## config.mk

```make
export PLATFORM = sky130hd
export DESIGN_NAME = byte_alu_with_flags_top_flat
export DESIGN_NICKNAME = d
export VERILOG_FILES = /design/src/sv/bafl_pkg.sv /design/src/sv/bafl_req_if.sv /design/src/sv/bafl_rsp_if.sv /design/src/sv/bafl_alu.sv /design/src/sv/byte_alu_with_flags_top.sv /design/src/flat_wrapper.sv
export SDC_FILE = /design/constraint.sdc
export NUM_CORES = 1
export LEC_CHECK = 0
export BUFFER_PORTS_ARGS = -buffer_cell sky130_fd_sc_hd__buf_4
export CORE_MARGIN = 10
export CORE_UTILIZATION = 54
export DETAILED_ROUTE_END_ITERATION = 16
export GPL_ROUTABILITY_DRIVEN = 0
export HOLD_SLACK_MARGIN = 0.02
export PLACE_DENSITY_LB_ADDON = 0.2
export SLEW_MARGIN = 20
export SYNTH_ARGS = -nofsm -noshare
export SYNTH_HDL_FRONTEND = slang
export SYNTH_SLANG_ARGS = --single-unit
```

## constraint.sdc

```tcl
create_clock -name clk -period 11.8 [get_ports clk]
set_input_delay 1.18 -clock clk [delete_from_list [all_inputs] [get_ports clk]]
set_output_delay 1.18 -clock clk [all_outputs]
set_load 0.05 [all_outputs]
```

## src/sv/bafl_pkg.sv

```systemverilog
// ----------------------------------------------------------------------------
// bafl_pkg
// Shared types and operation codes for the byte ALU with kept flags.
// ----------------------------------------------------------------------------
package bafl_pkg;

    localparam int DataWidth = 8;
    localparam int CmdWidth  = 4;

    typedef logic [DataWidth-1:0] data_t;
    typedef logic [CmdWidth-1:0]  cmd_bits_t;

    typedef enum logic [CmdWidth-1:0] {
        CMD_ADD = 4'd0,
        CMD_SUB = 4'd1,
        CMD_MUL = 4'd2,
        CMD_AND = 4'd3,
        CMD_OR  = 4'd4,
        CMD_XOR = 4'd5,
        CMD_NOT = 4'd6,
        CMD_LSH = 4'd7,
        CMD_RSH = 4'd8,
        CMD_INC = 4'd9,
        CMD_DEC = 4'd10
    } cmd_t;

    typedef struct packed {
        logic zero;
        logic underflow;
        logic overflow;
    } flags_t;

    localparam flags_t FlagsClear = '{zero: 1'b0, underflow: 1'b0, overflow: 1'b0};

endpackage

```

## src/sv/bafl_req_if.sv

```systemverilog
// ----------------------------------------------------------------------------
// bafl_req_if
// Request channel: operation code and two byte operands.
// ----------------------------------------------------------------------------
interface bafl_req_if;
    logic                valid;
    logic                ready;
    bafl_pkg::cmd_bits_t command;
    bafl_pkg::data_t     operand_a;
    bafl_pkg::data_t     operand_b;

    modport source (output valid, output command, output operand_a, output operand_b,
                    input ready);
    modport sink   (input valid, input command, input operand_a, input operand_b,
                    output ready);
endinterface

```

## src/sv/bafl_rsp_if.sv

```systemverilog
// ----------------------------------------------------------------------------
// bafl_rsp_if
// Response channel: result byte and the kept flags.
// ----------------------------------------------------------------------------
interface bafl_rsp_if;
    logic            valid;
    logic            ready;
    bafl_pkg::data_t result;
    logic            overflow_flag;
    logic            underflow_flag;
    logic            zero_flag;

    modport source (output valid, output result, output overflow_flag,
                    output underflow_flag, output zero_flag, input ready);
    modport sink   (input valid, input result, input overflow_flag,
                    input underflow_flag, input zero_flag, output ready);
endinterface

```

## src/sv/bafl_alu.sv

```systemverilog
// ----------------------------------------------------------------------------
// bafl_alu
// Combinational byte ALU: computes the result byte and the new kept flags.
// ----------------------------------------------------------------------------
module bafl_alu (
    input  bafl_pkg::cmd_bits_t command,
    input  bafl_pkg::data_t     operand_a,
    input  bafl_pkg::data_t     operand_b,
    input  bafl_pkg::flags_t    flags_in,
    output bafl_pkg::data_t     result,
    output bafl_pkg::flags_t    flags_out
);
    import bafl_pkg::*;

    logic [DataWidth:0]     sum;
    logic [DataWidth:0]     diff;
    logic [2*DataWidth-1:0] prod;
    data_t                  r;
    flags_t                 f;

    assign sum  = {1'b0, operand_a} + {1'b0, operand_b};
    assign diff = {1'b0, operand_a} - {1'b0, operand_b};
    assign prod = (2*DataWidth)'(operand_a) * (2*DataWidth)'(operand_b);

    always_comb
    begin
        r = '0;
        f = FlagsClear;
        unique case (cmd_t'(command))
            CMD_ADD:
            begin
                r          = sum[DataWidth-1:0];
                f.overflow = sum[DataWidth];
            end
            CMD_SUB:
            begin
                r           = diff[DataWidth-1:0];
                f.underflow = diff[DataWidth];
                f.zero      = (r == '0);
            end
            CMD_MUL:
            begin
                r          = prod[DataWidth-1:0];
                f.overflow = |prod[2*DataWidth-1:DataWidth];
                f.zero     = (r == '0);
            end
            CMD_AND:
            begin
                r      = operand_a & operand_b;
                f.zero = (r == '0);
            end
            CMD_OR:
            begin
                r      = operand_a | operand_b;
                f.zero = (r == '0);
            end
            CMD_XOR:
            begin
                r      = operand_a ^ operand_b;
                f.zero = (r == '0);
            end
            CMD_NOT:
            begin
                r      = ~operand_a;
                f.zero = (r == '0);
            end
            CMD_LSH:
            begin
                r          = {operand_a[DataWidth-2:0], 1'b0};
                f.overflow = operand_a[DataWidth-1];
                f.zero     = (r == '0);
            end
            CMD_RSH:
            begin
                r           = {1'b0, operand_a[DataWidth-1:1]};
                f.underflow = operand_a[0];
                f.zero      = (r == '0);
            end
            CMD_INC:
            begin
                r          = operand_a + data_t'(1);
                f          = flags_in;
                f.overflow = flags_in.overflow | (&operand_a);
            end
            CMD_DEC:
            begin
                r           = operand_a - data_t'(1);
                f           = flags_in;
                f.underflow = flags_in.underflow | (operand_a == '0);
            end
            default:
            begin
                // unused codes: no result, flags kept
                r = '0;
                f = flags_in;
            end
        endcase
    end

    assign result    = r;
    assign flags_out = f;

endmodule

```

## src/sv/byte_alu_with_flags_top.sv

```systemverilog
// ----------------------------------------------------------------------------
// byte_alu_with_flags_top
// Byte ALU with kept overflow, underflow and zero flags.
//
// Channels: req carries command, operand_a and operand_b; rsp returns the
// result byte and the three kept flags, one response per request, in order.
// Both use valid/ready; a transfer happens on a clock edge with both high.
// Path: a request taken on req waits in the input register, passes the
// ALU and is held in the result register, from which rsp presents it.
// Throughput: one request per cycle while rsp accepts, set by the ALU path
// between the two registers; the kept flags update as each request moves
// into the result register, so back-to-back inc/dec chain correctly.
// Reset (rst_n low, asynchronous): both stages empty, all flags cleared.
// Receiver stall: the response holds in the result register; one more
// request can wait in the input register, after which req.ready drops.
// ----------------------------------------------------------------------------
module byte_alu_with_flags_top (
    input logic      clk,
    input logic      rst_n,
    bafl_req_if.sink   req,
    bafl_rsp_if.source rsp
);
    import bafl_pkg::*;

    logic      s1_valid_reg;
    logic      s1_valid_next;
    cmd_bits_t s1_cmd_reg;
    data_t     s1_a_reg;
    data_t     s1_b_reg;

    logic      out_valid_reg;
    logic      out_valid_next;
    data_t     result_reg;
    flags_t    flags_reg;

    data_t     alu_result;
    flags_t    alu_flags;
    logic      advance;
    logic      req_take;

    assign advance  = s1_valid_reg && (!out_valid_reg || rsp.ready);
    assign req.ready = !s1_valid_reg || advance;
    assign req_take = req.valid && req.ready;

    assign s1_valid_next  = req_take ? 1'b1 : (advance ? 1'b0 : s1_valid_reg);
    assign out_valid_next = advance ? 1'b1 : (rsp.ready ? 1'b0 : out_valid_reg);

    bafl_alu u_alu (
        .command   (s1_cmd_reg),
        .operand_a (s1_a_reg),
        .operand_b (s1_b_reg),
        .flags_in  (flags_reg),
        .result    (alu_result),
        .flags_out (alu_flags)
    );

    always_ff @(posedge clk or negedge rst_n)
    begin
        if (!rst_n)
        begin
            s1_valid_reg  <= 1'b0;
            out_valid_reg <= 1'b0;
            flags_reg     <= FlagsClear;
        end
        else
        begin
            s1_valid_reg  <= s1_valid_next;
            out_valid_reg <= out_valid_next;
            if (advance)
            begin
                flags_reg <= alu_flags;
            end
        end
    end

    always_ff @(posedge clk)
    begin
        if (req_take)
        begin
            s1_cmd_reg <= req.command;
            s1_a_reg   <= req.operand_a;
            s1_b_reg   <= req.operand_b;
        end
        if (advance)
        begin
            result_reg <= alu_result;
        end
    end

    assign rsp.valid          = out_valid_reg;
    assign rsp.result         = result_reg;
    assign rsp.overflow_flag  = flags_reg.overflow;
    assign rsp.underflow_flag = flags_reg.underflow;
    assign rsp.zero_flag      = flags_reg.zero;

    a_advance_fills_out: assert property (@(posedge clk) disable iff (!rst_n)
        advance |=> out_valid_reg)
        else $error("response register not loaded after advance");

    a_flags_hold_idle: assert property (@(posedge clk) disable iff (!rst_n)
        !advance |=> $stable(flags_reg))
        else $error("kept flags changed without a request");

    a_inc_keeps_overflow: assert property (@(posedge clk) disable iff (!rst_n)
        (advance && s1_cmd_reg == CMD_INC && flags_reg.overflow) |=> flags_reg.overflow)
        else $error("inc cleared overflow");

    a_dec_keeps_underflow: assert property (@(posedge clk) disable iff (!rst_n)
        (advance && s1_cmd_reg == CMD_DEC && flags_reg.underflow) |=> flags_reg.underflow)
        else $error("dec cleared underflow");

    a_empty_stage_ready: assert property (@(posedge clk) disable iff (!rst_n)
        !s1_valid_reg |-> req.ready)
        else $error("input stage empty but not ready");

endmodule

```

## src/flat_wrapper.sv

```systemverilog
// flat-port wrapper written by rule: the top's interface ports become plain ports
module byte_alu_with_flags_top_flat import bafl_pkg::*;
  (clk, rst_n, req_valid, req_command, req_operand_a, req_operand_b, req_ready, rsp_valid, rsp_result, rsp_overflow_flag, rsp_underflow_flag, rsp_zero_flag, rsp_ready);
  bafl_req_if req_i ();
  bafl_rsp_if rsp_i ();
  input logic clk;
  input logic rst_n;
  input wire logic [$bits(req_i.valid)-1:0] req_valid;
  input wire logic [$bits(req_i.command)-1:0] req_command;
  input wire logic [$bits(req_i.operand_a)-1:0] req_operand_a;
  input wire logic [$bits(req_i.operand_b)-1:0] req_operand_b;
  output wire logic [$bits(req_i.ready)-1:0] req_ready;
  output wire logic [$bits(rsp_i.valid)-1:0] rsp_valid;
  output wire logic [$bits(rsp_i.result)-1:0] rsp_result;
  output wire logic [$bits(rsp_i.overflow_flag)-1:0] rsp_overflow_flag;
  output wire logic [$bits(rsp_i.underflow_flag)-1:0] rsp_underflow_flag;
  output wire logic [$bits(rsp_i.zero_flag)-1:0] rsp_zero_flag;
  input wire logic [$bits(rsp_i.ready)-1:0] rsp_ready;
  assign req_i.valid = req_valid;
  assign req_i.command = req_command;
  assign req_i.operand_a = req_operand_a;
  assign req_i.operand_b = req_operand_b;
  assign req_ready = req_i.ready;
  assign rsp_valid = rsp_i.valid;
  assign rsp_result = rsp_i.result;
  assign rsp_overflow_flag = rsp_i.overflow_flag;
  assign rsp_underflow_flag = rsp_i.underflow_flag;
  assign rsp_zero_flag = rsp_i.zero_flag;
  assign rsp_i.ready = rsp_ready;
  byte_alu_with_flags_top u_core (.clk(clk), .rst_n(rst_n), .req(req_i), .rsp(rsp_i));
endmodule
```

Word-level counts from Yosys, hierarchy flattened
Cells that the tools add are included.
- word-level logic and storage cells: 66
- bits in registers: 33
- input port bits: 24
- output and inout port bits: 13
- add/sub/neg operators: 4
- multiply operators: 1
- bitwise gates (word level): 6
- equal/unequal tests: 10
- reductions and logical operators: 28
- multiplexer cells: 8
- operators with widths (kind ; count):
    $pmux W8 S11 ; 1
    $logic_not A8 Y1 ; 7
    $eq A4 B3 Y1 const B ; 4
    $mul A8 B8 Y16 ; 1
    $logic_not A7 Y1 ; 2
    $eq A4 B4 Y1 const B ; 3
    $add A8 B8 Y9 ; 1
    $pmux W1 S9 ; 1
    $reduce_bool A9 Y1 ; 1
    $sub A8 B8 Y9 ; 1
    $add A8 B1 Y8 const B ; 1
    $and A8 B8 Y8 ; 1
    $eq A4 B2 Y1 const B ; 2
    $not A8 Y8 ; 1
    $or A8 B8 Y8 ; 1
    $reduce_and A8 Y1 ; 1
    $reduce_or A8 Y1 ; 1
    $sub A8 B1 Y8 const B ; 1
    $xor A8 B8 Y8 ; 1
    $reduce_or A7 Y1 ; 1
    $reduce_and A2 Y1 ; 3
    $reduce_or A6 Y1 ; 1
    $pmux W1 S5 ; 1
    $reduce_bool A5 Y1 ; 1
    10 further kinds ; 18

Longest topological paths before layout
- depth in word-level cells: 6
- gate-level depth with buffers: 17
- mapped depth without buffers: 17

Cells and area by module
Synthesis repeated with hierarchy kept, for this count alone.
- cell total of the unflattened synthesis: 579
- area, all modules: 5057.4 um^2
- by module, submodules not included (module ; cells an instance ; instances ; seq. area each (um^2) ; area each (um^2)):
    bafl_alu ; 536 ; 1 ; 0.0 ; 3990.1
    byte_alu_with_flags_top ; 43 ; 1 ; 965.9 ; 1067.3

Worst setup path before layout
No wires, ideal clock.
- kind: register -> register
- from: reg u_core.s1_a_reg[1]
- to: reg u_core.flags_reg (netlist bit u_core.rsp.overflow_flag)
- cell stages (with the launch flop): 16
- setup time: 103 ps
- slack: 7230 ps
- data required time: 11697 ps
- arrival: 4466 ps
- cells stage by stage: edfxtp_1 clkbuf_1 nand2_1 fa_1 fa_1 fa_1 fa_1 inv_1 ha_1 o21ai_0 o21ai_1 mux2_1 a22o_1 a31oi_1 nor4_2 o41ai_2
- word-level cells in the longest chain between the ends: 3
- elaborated cells on any way between the ends: 6
- ends and longest elaborated chain (element ; RTL line ; source):
    start, declared ; byte_alu_with_flags_top.sv:28 ; data_t s1_a_reg;
    start signal, assigned ; byte_alu_with_flags_top.sv:81 ; s1_a_reg <= req.operand_a;
    $mul A8 B8 Y16 / $reduce_and A8 Y1 (equally long branches) ; bafl_alu.sv:23, bafl_alu.sv:83 ;
    $reduce_or A8 Y1 / $or A1 B1 Y1 (equally long branches) ; bafl_alu.sv:44, bafl_alu.sv:83 ;
    $pmux W1 S5 (*) ; bafl_alu.sv:29 ; unique case (cmd_t'(command))
    end signal, assigned ; byte_alu_with_flags_top.sv:63 ; flags_reg <= FlagsClear;
    end signal, assigned ; byte_alu_with_flags_top.sv:71 ; flags_reg <= alu_flags;
    end, declared ; byte_alu_with_flags_top.sv:34 ; flags_t flags_reg;
Every way passes the cells marked *; elsewhere a longest branch is shown, timed or not.
A chain may end at the register's enable or synchronous reset.

Final worst setup path
Ends and elaborated chain as after synthesis.

==> results.ini <==
[finish]
nNetsFinal=725
layout-drive-gt1-share=0.0972
diodes=0
mostFrequentLayoutCell=inv_1
final_cell_mix=inv_1, ha_1, nor2_1, nand2_1, fa_1
area_delta_synth_final_pct=8.92

[detailed_routing]
wl_per_cell_um=18.9
dr.pass1.iters=6
via_count=4398
vias_per_cell=6.24
drt_iter0_markers=559
wirelength_um=13400
drc=0
drtAntennaViolNets=0

[timing]
setup_violations=0
timing.final.crit_share=0.423
setup_tns_ns=0
period_minus_slack_ns=4.99
max_slew_margin=0.397
setup_slack_ns=6.81
rsz0062_at_grt=false
drv_slew=0
hold_viol=0
tightest_slew_ns=0.898
hold_slack_ns=0.498
skew_ns=0.0122
max_freq_ghz=0.201

[synth]
synth_area_leader_cell=edfxtp_1
ys.flop_type=edfxtp_1
synth_area_leaders=edfxtp_1, ha_1, fa_1, inv_1, nor2_1
synth_compound_area_frac=0.175
syn_inst=565
yosys.area_share.simple=0.153
yosys.cell_types.count=67
syn-num-nets=694
ys_warn_count=0
synth_fa_ha_area_frac=0.325
synth_top_area_share=0.170
synth_edf_count=28
synthMuxAreaShare=0.0238
avgSynthCellArea_um2=8.74
synth_top_family_by_area=adder cells
ys_seq_area_frac=0.196
syn_area_mm2=0.00494
ys_seq_elements=33
synth-xor-area-share=0.0443
async_flop_share=0.152

[critical_path]
critPathSlowestCell=edfxtp_1
start_kind=flop
crit_end=u_core.rsp.overflow_flag
r2r_slack_ns=6.81
cp.arrival_ns=5.18
crit_start=u_core.s1_a_reg[1]
cp_common_cell=fa_1
cp-end-kind=flop
worstPathRequired_ns=12.00
r2r_cells=14
critPathKind=flop to flop
r2r-end=u_core.rsp.overflow_flag
rr_startpoint=u_core.s1_a_reg[1]
path_cells=nand2_1, fa_1, fa_1, fa_1, fa_1, inv_1, ha_1, o21ai_0, o21ai_1, mux2_1, a22o_1, a31oi_1, nor4_2, o41ai_2
cp_max_fo=16
cpPeakStageDelay_ns=0.83

[placement]
dp_slack_ns=6.83
hpwlAfterDp_um=10700
port-buffer-count=36

[global_routing]
grt_pass1_wl_um=21700
grt_pass1_vias=4353
grt_start_max_net_pins=40
antenna_found_initial=0
track_usage=0.203
overflow=0

[clock_network]
cts-root-buf=clkbuf_8
cts_sinks=33
post-cts-setup-buffers=0
max-clock-path-buffers=2
cts_tree=done
cts_made_buffers=5
path_clk_slew_ns=0.08
cts_resized=0
cts_max_level=2
cts.hold.buffers_added=0
insertion_delay_ns=0.30

[die]
num_rows=34
ios=37
fp.dieArea_mm2=0.0134
core_area_mm2=0.00881
die_x_um=116
start_util=0.561
die_h_um=116

[run_status]
outcome=completed

[pwr]
p_total_uw=748
p_leak_nw=2.52
irDropWorstVdd_v=0.0000880
powerDensity_mw_per_mm2=139

[min_path]
hold_path_class=flop to flop

[flow_run]
maxCapViolCount=0

## worst max-delay path: cells and delay by family (launching register included)
family	cells	cell delay, ns
and+or+nand+nor	2	0.25
muxes	1	0.33
AOI/OAI and AO/OA	5	1.04
buffers and inverters	1	0.04
DFF	1	0.83
adders and majority gates	5	2.39
## layout make-up
class / count / area, um^2
Sequential cell: 33 / 966
Tap cell: 108 / 135
Fill cell: 771 / 3430
Inverter: 88 / 330
Timing Repair Buffer: 37 / 278
Clock inverter: 2 / 35.0
Clock buffer: 6 / 72.6
Multi-Input combinational cell: 431 / 3560
## metal layers
| layer | up-vias | wire, um | global-route usage |
|---|---|---|---|
| li1 | 2014 | - | - |
| met1 | 2058 | 5370 | 0.262 |
| met2 | 268 | 5920 | 0.314 |
| met3 | 58 | 1510 | 0.0517 |
| met4 | 0 | 554 | 0.0884 |
| met5 | - | 0 | 0.00370 |
## cells by family (layout without fill, tap and decap cells)
kind of cell / count (synthesis) / after routing
AO/OA/AOI/OAI: 127 / 127
XOR/XNOR: 25 / 25
adder cells (fa/ha/maj): 105 / 105
buffers and inverters: 101 / 133
flip-flops: 33 / 33
multiplexers: 9 / 9
AND/OR/NAND/NOR: 165 / 165
## report_power, final
group / switching (mW) / internal, mW
sequential: 0.0165 / 0.140
combinational: 0.286 / 0.197
clock: 0.0451 / 0.0627
## synthesized netlist by cell type (8+ instances only)
| cell type | instances |
|---|---|
| inv_1 | 85 |
| ha_1 | 66 |
| nor2_1 | 65 |
| nand2_1 | 48 |
| fa_1 | 39 |
| o21ai_0 | 29 |
| a21oi_1 | 28 |
| edfxtp_1 | 28 |
| xnor2_1 | 17 |
| nand2b_1 | 10 |
| clkbuf_1 | 8 |
| nand4_1 | 8 |
| nor3_1 | 8 |
| xor2_1 | 8 |
## metrics by stage
stage / utilization / std cells / cell area (um^2)
2_1_floorplan: - / 565 / 4940
3_3_place_gp: 0.599 / 697 / 5270
3_5_place_dp: 0.599 / 697 / 5270
4_1_cts: 0.611 / 705 / 5380
5_1_grt: 0.611 / 705 / 5380
6_report: 0.611 / 705 / 5380
## how the worst min path moves through the flow
stage                              from               end  slack, ns  cells past startpoint
finish              u_core.s1_valid_reg  u_core.rsp.valid       0.50                      1
global route        u_core.s1_valid_reg  u_core.rsp.valid       0.54                      1
CTS                 u_core.s1_valid_reg  u_core.rsp.valid       0.50                      1
detailed placement  u_core.s1_valid_reg  u_core.rsp.valid       0.48                      1
global placement    u_core.s1_valid_reg  u_core.rsp.valid       0.47                      1
floorplan           u_core.s1_valid_reg  u_core.rsp.valid       0.46                      1
Power figures use the tool's default switching activity.
